### config.mk
export PLATFORM = sky130hd
export DESIGN_NAME = ack_tracking_table_flat
export DESIGN_NICKNAME = d
export VERILOG_FILES = /design/src/att_pkg.sv /design/src/att_if.sv /design/src/ack_tracking_table.sv /design/src/att_cell.sv /design/src/flat_wrapper.sv
export SDC_FILE = /design/constraint.sdc
export NUM_CORES = 2
export LEC_CHECK = 0
export BUFFER_PORTS_ARGS = -buffer_cell sky130_fd_sc_hd__buf_2
export CAP_MARGIN = 20
export CORE_UTILIZATION = 48
export CTS_CLUSTER_DIAMETER = 200
export CTS_CLUSTER_SIZE = 20
export DETAILED_ROUTE_END_ITERATION = 12
export PLACE_DENSITY = 0.6
export SLEW_MARGIN = 10
export SYNTH_ARGS = -nofsm -noshare
export SYNTH_HDL_FRONTEND = slang
export SYNTH_SLANG_ARGS = --single-unit
### constraint.sdc
create_clock -name clk -period 5.7 [get_ports clk]
set_clock_uncertainty 0.2 [all_clocks]
set_input_delay 0.285 -clock clk [delete_from_list [all_inputs] [get_ports clk]]
set_output_delay 0.285 -clock clk [all_outputs]
set_load 0.1 [all_outputs]
### src/att_pkg.sv
`default_nettype none
// ----------------------------------------------------------------------------
// att_pkg: shared types and constants of the acknowledgement tracking table
// Field widths, operation and status codes, and the item that moves
// along the row of table cells.
// ----------------------------------------------------------------------------
package att_pkg;

	localparam int MSG_W         = 16;
	localparam int PID_W         = 22;
	localparam int KEY_W         = MSG_W + 2 * PID_W;
	localparam int OP_W          = 2;
	localparam int STATUS_W      = 2;
	localparam int DEFAULT_DEPTH = 16;

	localparam logic [OP_W-1:0] OP_INSERT = 2'd0;
	localparam logic [OP_W-1:0] OP_DELETE = 2'd1;
	localparam logic [OP_W-1:0] OP_EXISTS = 2'd2;
	localparam logic [OP_W-1:0] OP_QUERY  = 2'd3;

	localparam logic [STATUS_W-1:0] ST_DONE   = 2'd0;
	localparam logic [STATUS_W-1:0] ST_ABSENT = 2'd1;
	localparam logic [STATUS_W-1:0] ST_FULL   = 2'd2;

	// One request travelling down the row of cells, with the flags that
	// the cells it has passed have collected so far.
	typedef struct packed {
		logic             vld;
		logic             claim;  // write pass: first free cell takes the key
		logic [OP_W-1:0]  op;
		logic [KEY_W-1:0] key;
		logic             found;  // some cell held the full key
		logic             free;   // some cell was free
		logic             qhit;   // some used cell matched message and receiver
		logic             done;   // the write pass has placed the key
	} pkt_t;

	function automatic logic [KEY_W-1:0] pack_key(
		input logic [MSG_W-1:0] msg,
		input logic [PID_W-1:0] rcv,
		input logic [PID_W-1:0] snd
	);
		return {msg, rcv, snd};
	endfunction

endpackage
`default_nettype wire

### src/att_if.sv
`default_nettype none
// ----------------------------------------------------------------------------
// att_if: request and response channels of the acknowledgement table
// Valid/ready channels; an item moves when valid and ready are both high.
// ----------------------------------------------------------------------------
interface att_req_if;
	logic                        valid;
	logic                        ready;
	logic [att_pkg::OP_W-1:0]    opcode;
	logic [att_pkg::MSG_W-1:0]   msg_id;
	logic [att_pkg::PID_W-1:0]   receiver_id;
	logic [att_pkg::PID_W-1:0]   sender_id;

	modport source(output valid, opcode, msg_id, receiver_id, sender_id, input ready);
	modport sink(input valid, opcode, msg_id, receiver_id, sender_id, output ready);
endinterface

interface att_rsp_if;
	logic                         valid;
	logic                         ready;
	logic [att_pkg::STATUS_W-1:0] status;

	modport source(output valid, status, input ready);
	modport sink(input valid, status, output ready);
endinterface
`default_nettype wire

### src/ack_tracking_table.sv
`default_nettype none
// A delete, exists or query item makes one search pass down the row before
// its response is loaded; an insert that stores its key makes a second,
// write pass first. The table takes one item at a time: the next item is
// taken only after the response is loaded into the output register, and the
// response is loaded only when that register is empty or being emptied.
// Reset clears every slot.
// ----------------------------------------------------------------------------
// ack_tracking_table: content-searched table of acknowledgement keys
// A row of cells, each holding one key, searched by a request that walks
// the row one cell per cycle.
// ----------------------------------------------------------------------------
module ack_tracking_table #(
	parameter int TABLE_DEPTH = att_pkg::DEFAULT_DEPTH
) (
	input wire logic   clk,
	input wire logic   arst_n,
	att_req_if.sink    req,
	att_rsp_if.source  rsp
);

	// The controller is a small sequencer. Every item first makes a search
	// pass down the row. Each cell folds its compare results into the flags
	// of the passing item, and a delete clears the first matching slot on
	// the way. An insert whose key is absent and that saw a free slot makes a
	// second, write pass in which the first free cell takes the key.
	typedef enum logic [1:0] {
		S_IDLE,
		S_SEARCH,
		S_CLAIM,
		S_REPLY
	} state_t;

	state_t                         state_q;
	att_pkg::pkt_t                  inj_q;
	att_pkg::pkt_t                  inj_d;
	logic [att_pkg::OP_W-1:0]       op_q;
	logic [att_pkg::KEY_W-1:0]      key_q;
	logic [att_pkg::KEY_W-1:0]      req_key;
	logic                           start_claim;
	logic [att_pkg::STATUS_W-1:0]   st_q;
	logic                           rsp_vld_q;
	logic [att_pkg::STATUS_W-1:0]   rsp_status_q;

	att_pkg::pkt_t                  chain [TABLE_DEPTH+1];
	att_pkg::pkt_t                  exit_pkt;

	assign chain[0] = inj_q;
	assign exit_pkt = chain[TABLE_DEPTH];

	for (genvar i = 0; i < TABLE_DEPTH; i++) begin : g_cell
		att_cell u_cell (
			.clk     (clk),
			.arst_n  (arst_n),
			.pkt_in  (chain[i]),
			.pkt_out (chain[i+1])
		);
	end

	assign req.ready  = (state_q == S_IDLE);
	assign rsp.valid  = rsp_vld_q;
	assign rsp.status = rsp_status_q;

	assign req_key = att_pkg::pack_key(req.msg_id, req.receiver_id, req.sender_id);

	// The search pass of an insert has come back with the key absent and a
	// free slot seen, so the key goes down the row once more to be stored.
	assign start_claim = (state_q == S_SEARCH) && exit_pkt.vld &&
		(op_q == att_pkg::OP_INSERT) && !exit_pkt.found && exit_pkt.free;

	// The injection register holds an item for exactly one cycle.
	always_comb begin
		inj_d     = inj_q;
		inj_d.vld = 1'b0;
		if (state_q == S_IDLE && req.valid) begin
			inj_d = '{vld: 1'b1, claim: 1'b0, op: req.opcode, key: req_key,
				found: 1'b0, free: 1'b0, qhit: 1'b0, done: 1'b0};
		end else if (start_claim) begin
			inj_d = '{vld: 1'b1, claim: 1'b1, op: op_q, key: key_q,
				found: 1'b0, free: 1'b0, qhit: 1'b0, done: 1'b0};
		end
	end

	always_ff @(posedge clk or negedge arst_n) begin
		if (!arst_n) begin
			state_q      <= S_IDLE;
			inj_q        <= '0;
			op_q         <= att_pkg::OP_INSERT;
			key_q        <= '0;
			st_q         <= att_pkg::ST_DONE;
			rsp_vld_q    <= 1'b0;
			rsp_status_q <= att_pkg::ST_DONE;
		end else begin
			inj_q <= inj_d;
			// The output register is loaded when it is empty or being emptied.
			if (state_q == S_REPLY && (!rsp_vld_q || rsp.ready)) begin
				rsp_vld_q    <= 1'b1;
				rsp_status_q <= st_q;
			end else if (rsp_vld_q && rsp.ready) begin
				rsp_vld_q <= 1'b0;
			end
			unique case (state_q)
				S_IDLE: begin
					if (req.valid) begin
						op_q    <= req.opcode;
						key_q   <= req_key;
						state_q <= S_SEARCH;
					end
				end
				S_SEARCH: begin
					if (exit_pkt.vld) begin
						unique case (op_q) inside
							att_pkg::OP_INSERT: begin
								if (exit_pkt.found) begin
									st_q    <= att_pkg::ST_ABSENT;
									state_q <= S_REPLY;
								end else if (!exit_pkt.free) begin
									st_q    <= att_pkg::ST_FULL;
									state_q <= S_REPLY;
								end else begin
									// Key is new and a slot is free: write pass.
									state_q <= S_CLAIM;
								end
							end
							att_pkg::OP_DELETE, att_pkg::OP_EXISTS: begin
								st_q    <= exit_pkt.found ? att_pkg::ST_DONE : att_pkg::ST_ABSENT;
								state_q <= S_REPLY;
							end
							att_pkg::OP_QUERY: begin
								st_q    <= exit_pkt.qhit ? att_pkg::ST_DONE : att_pkg::ST_ABSENT;
								state_q <= S_REPLY;
							end
							default: begin
								st_q    <= att_pkg::ST_ABSENT;
								state_q <= S_REPLY;
							end
						endcase
					end
				end
				S_CLAIM: begin
					if (exit_pkt.vld) begin
						st_q    <= att_pkg::ST_DONE;
						state_q <= S_REPLY;
					end
				end
				S_REPLY: begin
					// Wait until the output register is empty or being emptied.
					if (!rsp_vld_q || rsp.ready) begin
						state_q <= S_IDLE;
					end
				end
				default: begin
					state_q <= S_IDLE;
				end
			endcase
		end
	end

endmodule
`default_nettype wire

### src/att_cell.sv
`default_nettype none
// ----------------------------------------------------------------------------
// att_cell: one slot of the acknowledgement table
// Holds one key, compares it with the passing request and registers the
// request with updated flags, forwarding it to the next cell in the following cycle.
// ----------------------------------------------------------------------------
module att_cell (
	input  wire logic          clk,
	input  wire logic          arst_n,
	input  wire att_pkg::pkt_t pkt_in,
	output att_pkg::pkt_t      pkt_out
);

	logic [att_pkg::KEY_W-1:0] entry_q;
	att_pkg::pkt_t             pkt_q;
	att_pkg::pkt_t             pkt_d;
	logic                      hit;
	logic                      is_free;
	logic                      qhit;
	logic                      entry_set;
	logic                      entry_clr;

	assign hit     = (entry_q == pkt_in.key);
	assign is_free = (entry_q == '0);
	assign qhit    = !is_free && (entry_q[att_pkg::KEY_W-1:att_pkg::PID_W] ==
		pkt_in.key[att_pkg::KEY_W-1:att_pkg::PID_W]);

	always_comb begin
		pkt_d     = pkt_in;
		entry_set = 1'b0;
		entry_clr = 1'b0;
		if (pkt_in.vld) begin
			if (pkt_in.claim) begin
				if (is_free && !pkt_in.done) begin
					entry_set  = 1'b1;
					pkt_d.done = 1'b1;
				end
			end else begin
				pkt_d.found = pkt_in.found | hit;
				pkt_d.free  = pkt_in.free | is_free;
				pkt_d.qhit  = pkt_in.qhit | qhit;
				// Delete clears only the first slot that holds the key.
				if (pkt_in.op == att_pkg::OP_DELETE && hit && !pkt_in.found) begin
					entry_clr = 1'b1;
				end
			end
		end
	end

	always_ff @(posedge clk or negedge arst_n) begin
		if (!arst_n) begin
			entry_q <= '0;
			pkt_q   <= '0;
		end else begin
			pkt_q <= pkt_d;
			if (entry_set) begin
				entry_q <= pkt_in.key;
			end else if (entry_clr) begin
				entry_q <= '0;
			end
		end
	end

	assign pkt_out = pkt_q;

endmodule
`default_nettype wire

### src/flat_wrapper.sv
// flat-port wrapper written by rule: the top's interface ports become plain ports
module ack_tracking_table_flat 
#(
	parameter int TABLE_DEPTH = att_pkg::DEFAULT_DEPTH
)
  (clk, arst_n, req_valid, req_opcode, req_msg_id, req_receiver_id, req_sender_id, req_ready, rsp_valid, rsp_status, rsp_ready);
  att_req_if req_i ();
  att_rsp_if rsp_i ();
  input wire logic clk;
  input wire logic arst_n;
  input wire logic [$bits(req_i.valid)-1:0] req_valid;
  input wire logic [$bits(req_i.opcode)-1:0] req_opcode;
  input wire logic [$bits(req_i.msg_id)-1:0] req_msg_id;
  input wire logic [$bits(req_i.receiver_id)-1:0] req_receiver_id;
  input wire logic [$bits(req_i.sender_id)-1:0] req_sender_id;
  output wire logic [$bits(req_i.ready)-1:0] req_ready;
  output wire logic [$bits(rsp_i.valid)-1:0] rsp_valid;
  output wire logic [$bits(rsp_i.status)-1:0] rsp_status;
  input wire logic [$bits(rsp_i.ready)-1:0] rsp_ready;
  assign req_i.valid = req_valid;
  assign req_i.opcode = req_opcode;
  assign req_i.msg_id = req_msg_id;
  assign req_i.receiver_id = req_receiver_id;
  assign req_i.sender_id = req_sender_id;
  assign req_ready = req_i.ready;
  assign rsp_valid = rsp_i.valid;
  assign rsp_status = rsp_i.status;
  assign rsp_i.ready = rsp_ready;
  ack_tracking_table #(.TABLE_DEPTH(TABLE_DEPTH)) u_core (.clk(clk), .arst_n(arst_n), .req(req_i), .rsp(rsp_i));
endmodule
==> run summary <==
Syn Nets -> 5,448
Post-synthesis cell area -> 78,190 um2
Final setup viols -> 0
RD Place Congestion -> 0.8727
Die height -> 405.6 um
Post-synthesis cell count -> 5,376
Max Fclk -> 0.2773 GHz
Initial antenna violation count -> 1
Num CTS Buffers -> 115
Crit-path max FO -> 61
Slowest cell delay on critical path -> 670 ps
Final hold violation count -> 0
Avg WL per Cell -> 24.78 um
Post-CTS Setup Inserts -> 0
Starting Density -> 48.53%
Worst R2R Path Depth -> 8
Vias in the first global route -> 45,240
Setup WS post-layout -> 2094 ps
Hpwl dp -> 133,900 um
Slowest CP cell -> nor4_1
Met3 Routed Length -> 9176 um
Horiz. Die Dim -> 405.6 um
Post-synth ARST share -> 100.0%
Clk root buf -> clkbuf_16
Top_reg_cell synth -> dfrtp_1
Buffers added on ports -> 69
Final max-slew violation count -> 0
Fin cells -> 7,631
R2R Setup Slk -> 2090 ps
Mean Syn Cell Area -> 14.54 um2
Register area share after synthesis -> 67.75%
Most used cell, CP -> nor4_1
Crit. Startpoint -> u_core.g_cell[4].u_cell.entry_q[32]
Yosys top cell area share -> 67.75%
First DRT Iteration DRCs -> 4,282
Initial DRT Pass Iterations -> 5
Yosys warnings -> 0
# Max-Cap Violations -> 0
FF-to-FF Start -> u_core.g_cell[4].u_cell.entry_q[32]
Area leader, netlist -> dfrtp_1
Metal2 WL -> 91,410 um
# diodes -> 0
DP Worst Slack -> 1787 ps
Longest Clk Path Bufs -> 3
CTS tree -> yes
CP endpoint kind -> register
Die Area -> 164,500 um2
Vias -> 44,700
Area Growth Syn to Fin -> 8.124%
Dpl cells -> 7,435
Total grt overflow -> 0
Remaining antenna violation count -> 0
DR top layer -> met4
DRC errors left -> 0
Nets -> 5,537
Cts hold-fix bufs -> 66
PostCTS Resize Cnt -> 0
Clk Latency, worst-skew pair -> 770 ps
Largest net degree at the start of global routing -> 169
Maximum vdd ir drop -> 345.4 uV
Core Region -> 161,100 um2
Tcrit/Tclk final -> 63.27%
Post-synth cell types -> 43
M1 WL -> 85,210 um
Crit path required time -> 6200 ps
Crit path time final -> 3606 ps
Status -> finished, final reports clean
Total GRT Usage -> 23.22%
Most area-consuming cells after synthesis -> dfrtp_1, xor2_1, a22o_1
Worst EP arrival -> 4100 ps
First-pass GRT wire length -> 290,200 um
Cell Pwr Density -> 521.7 nW/um2
Post-synth EDFFs -> 0
CP startpoint kind -> register
Slew HR -> 27.18%
Htree depth -> 3
Via-to-Cell Ratio -> 5.858
WS Path Type -> register to register
Clk pin slew, worst setup/hold paths -> 90 ps
Post-route setup TNS -> 0 ps
Row Count -> 147
Tightest Pin Transition -> 1091 ps
P_leak -> 42.21 nW
Cell Chain, Critical Path -> nor4_1 -> nand2_1 -> nor4_1 -> and4_2 -> buf_4 -> or3_2 -> buf_12 -> a22o_1
Clk sinks -> 2,117
RSZ-0062 raised after global routing -> false
Post-Route WL -> 189,100 um
Hold Crit Class -> primary input to asynchronous set/reset pin
Reg2Reg Capture Point -> u_core.g_cell[4].u_cell.entry_q[8]
Share of cells above drive strength 1 -> 7.860%
I/O Pins -> 70
#FFs+latches synth -> 2,117
cells in the final DEF, fill, tap and decap left out, types with 37 or more instances in the layout:
| cell | netlist | layout |
|---|---|---|
| a21oi_1 | 64 | 64 |
| a22o_1 | 900 | 900 |
| buf_2 | 18 | 68 |
| buf_4 | 26 | 37 |
| clkbuf_16 | 0 | 116 |
| dfrtp_1 | 2117 | 2117 |
| dlygate4sd3_1 | 0 | 65 |
| mux2_2 | 127 | 127 |
| nand2_1 | 93 | 92 |
| nand4_1 | 89 | 89 |
| nor2_1 | 104 | 104 |
| nor4_1 | 478 | 478 |
| xor2_1 | 935 | 935 |
cells in the mapped netlist, types with 14 or more instances:
cell      number
a21oi_1       64
nor2_1       104
mux2_2       127
and4_1        14
nand2_1       93
clkbuf_1     133
or4_1         14
buf_6         48
nand4_1       89
buf_2         18
buf_4         26
nand2b_1      20
xnor2_1       25
nand3_1       19
nor4_1       478
xor2_1       935
nor3_1        18
or2_2         18
o21bai_1      23
dfrtp_1     2117
a22o_1       900
sequential cells by signal (all words and copies together), names as in the netlist:
| signal | count |
|---|---|
| u_core.g_cell.u_cell.pkt_out | 1024 |
| u_core.op_q | 2 |
| u_core.st_q | 2 |
| u_core.chain | 64 |
| u_core.g_cell.u_cell.entry_q | 960 |
| u_core.rsp.status | 2 |
| u_core.state_q | 2 |
| u_core.rsp.valid | 1 |
| u_core.key_q | 60 |
through the flow:
stage               hold WS, ps  cell area [um2]  total power, mW  util (%)
floorplan                -210.6            78190            30.01         -
global placement          123.6            80700            35.95     50.09
detailed placement        125.8            80700            35.99     50.09
CTS                       21.00            84400            44.46     52.38
global route              45.46            84550            46.40     52.47
finish                    38.38            84550            44.11     52.47
area by class of cell:
type | instances | area [um2]
clock buffer | 116 | 2903
clock inverter | 7 | 116.4
fill | 13610 | 76570
inverter | 10 | 37.54
multi-input combinational | 3024 | 23990
sequential | 2117 | 52980
tap | 2160 | 2703
timing repair buffer | 197 | 1824
per-layer routing:
layer | global-route usage, % | vias to the layer above
met4 | 4.297 | 0
met1 | 34.07 | 23820
met5 | 0 | -
li1 | - | 19650
met2 | 37.12 | 1042
met3 | 3.387 | 191
how the worst max path moves through the flow:
stage	end	slack (ps)	cells after the start
after CTS	u_core.g_cell[4].u_cell.entry_q[38]	1760	7
after floorplan	u_core.chain[1092]	2540	6
after global placement	u_core.g_cell[4].u_cell.entry_q[13]	1820	7
final	u_core.g_cell[4].u_cell.entry_q[8]	2090	8
after detailed placement	u_core.g_cell[4].u_cell.entry_q[13]	1790	7
after global routing	u_core.g_cell[2].u_cell.entry_q[25]	1910	7
report_power, final:
part / switching (mW) / leakage (nW) / internal [mW]
Clock: 4.69 / 1.48 / 3.64
Sequential: 6.21 / 27.5 / 19.8
Combinational: 5.37 / 13.2 / 4.38
critical path: cells and delay by family, from the launching register on:
kind,cells,cell delay [ps]
compound gates,1,180
buf+inv,2,820
simple gates,5,1910
flops,1,420
cell families (layout without fill, tap and decap cells):
family,count (synthesis),count (layout),synth area share [%]
adders and majority gates,6,6,0.09601
xor gates and xnor gates,960,960,10.75
and+or+nand+nor,913,913,6.773
AOI/OAI and AO/OA,1017,1017,11.04
DFF,2117,2117,67.75
muxes,128,128,1.842
buffers and inverters,235,330,1.743
Note: power is estimated with default switching activity, not from simulation.
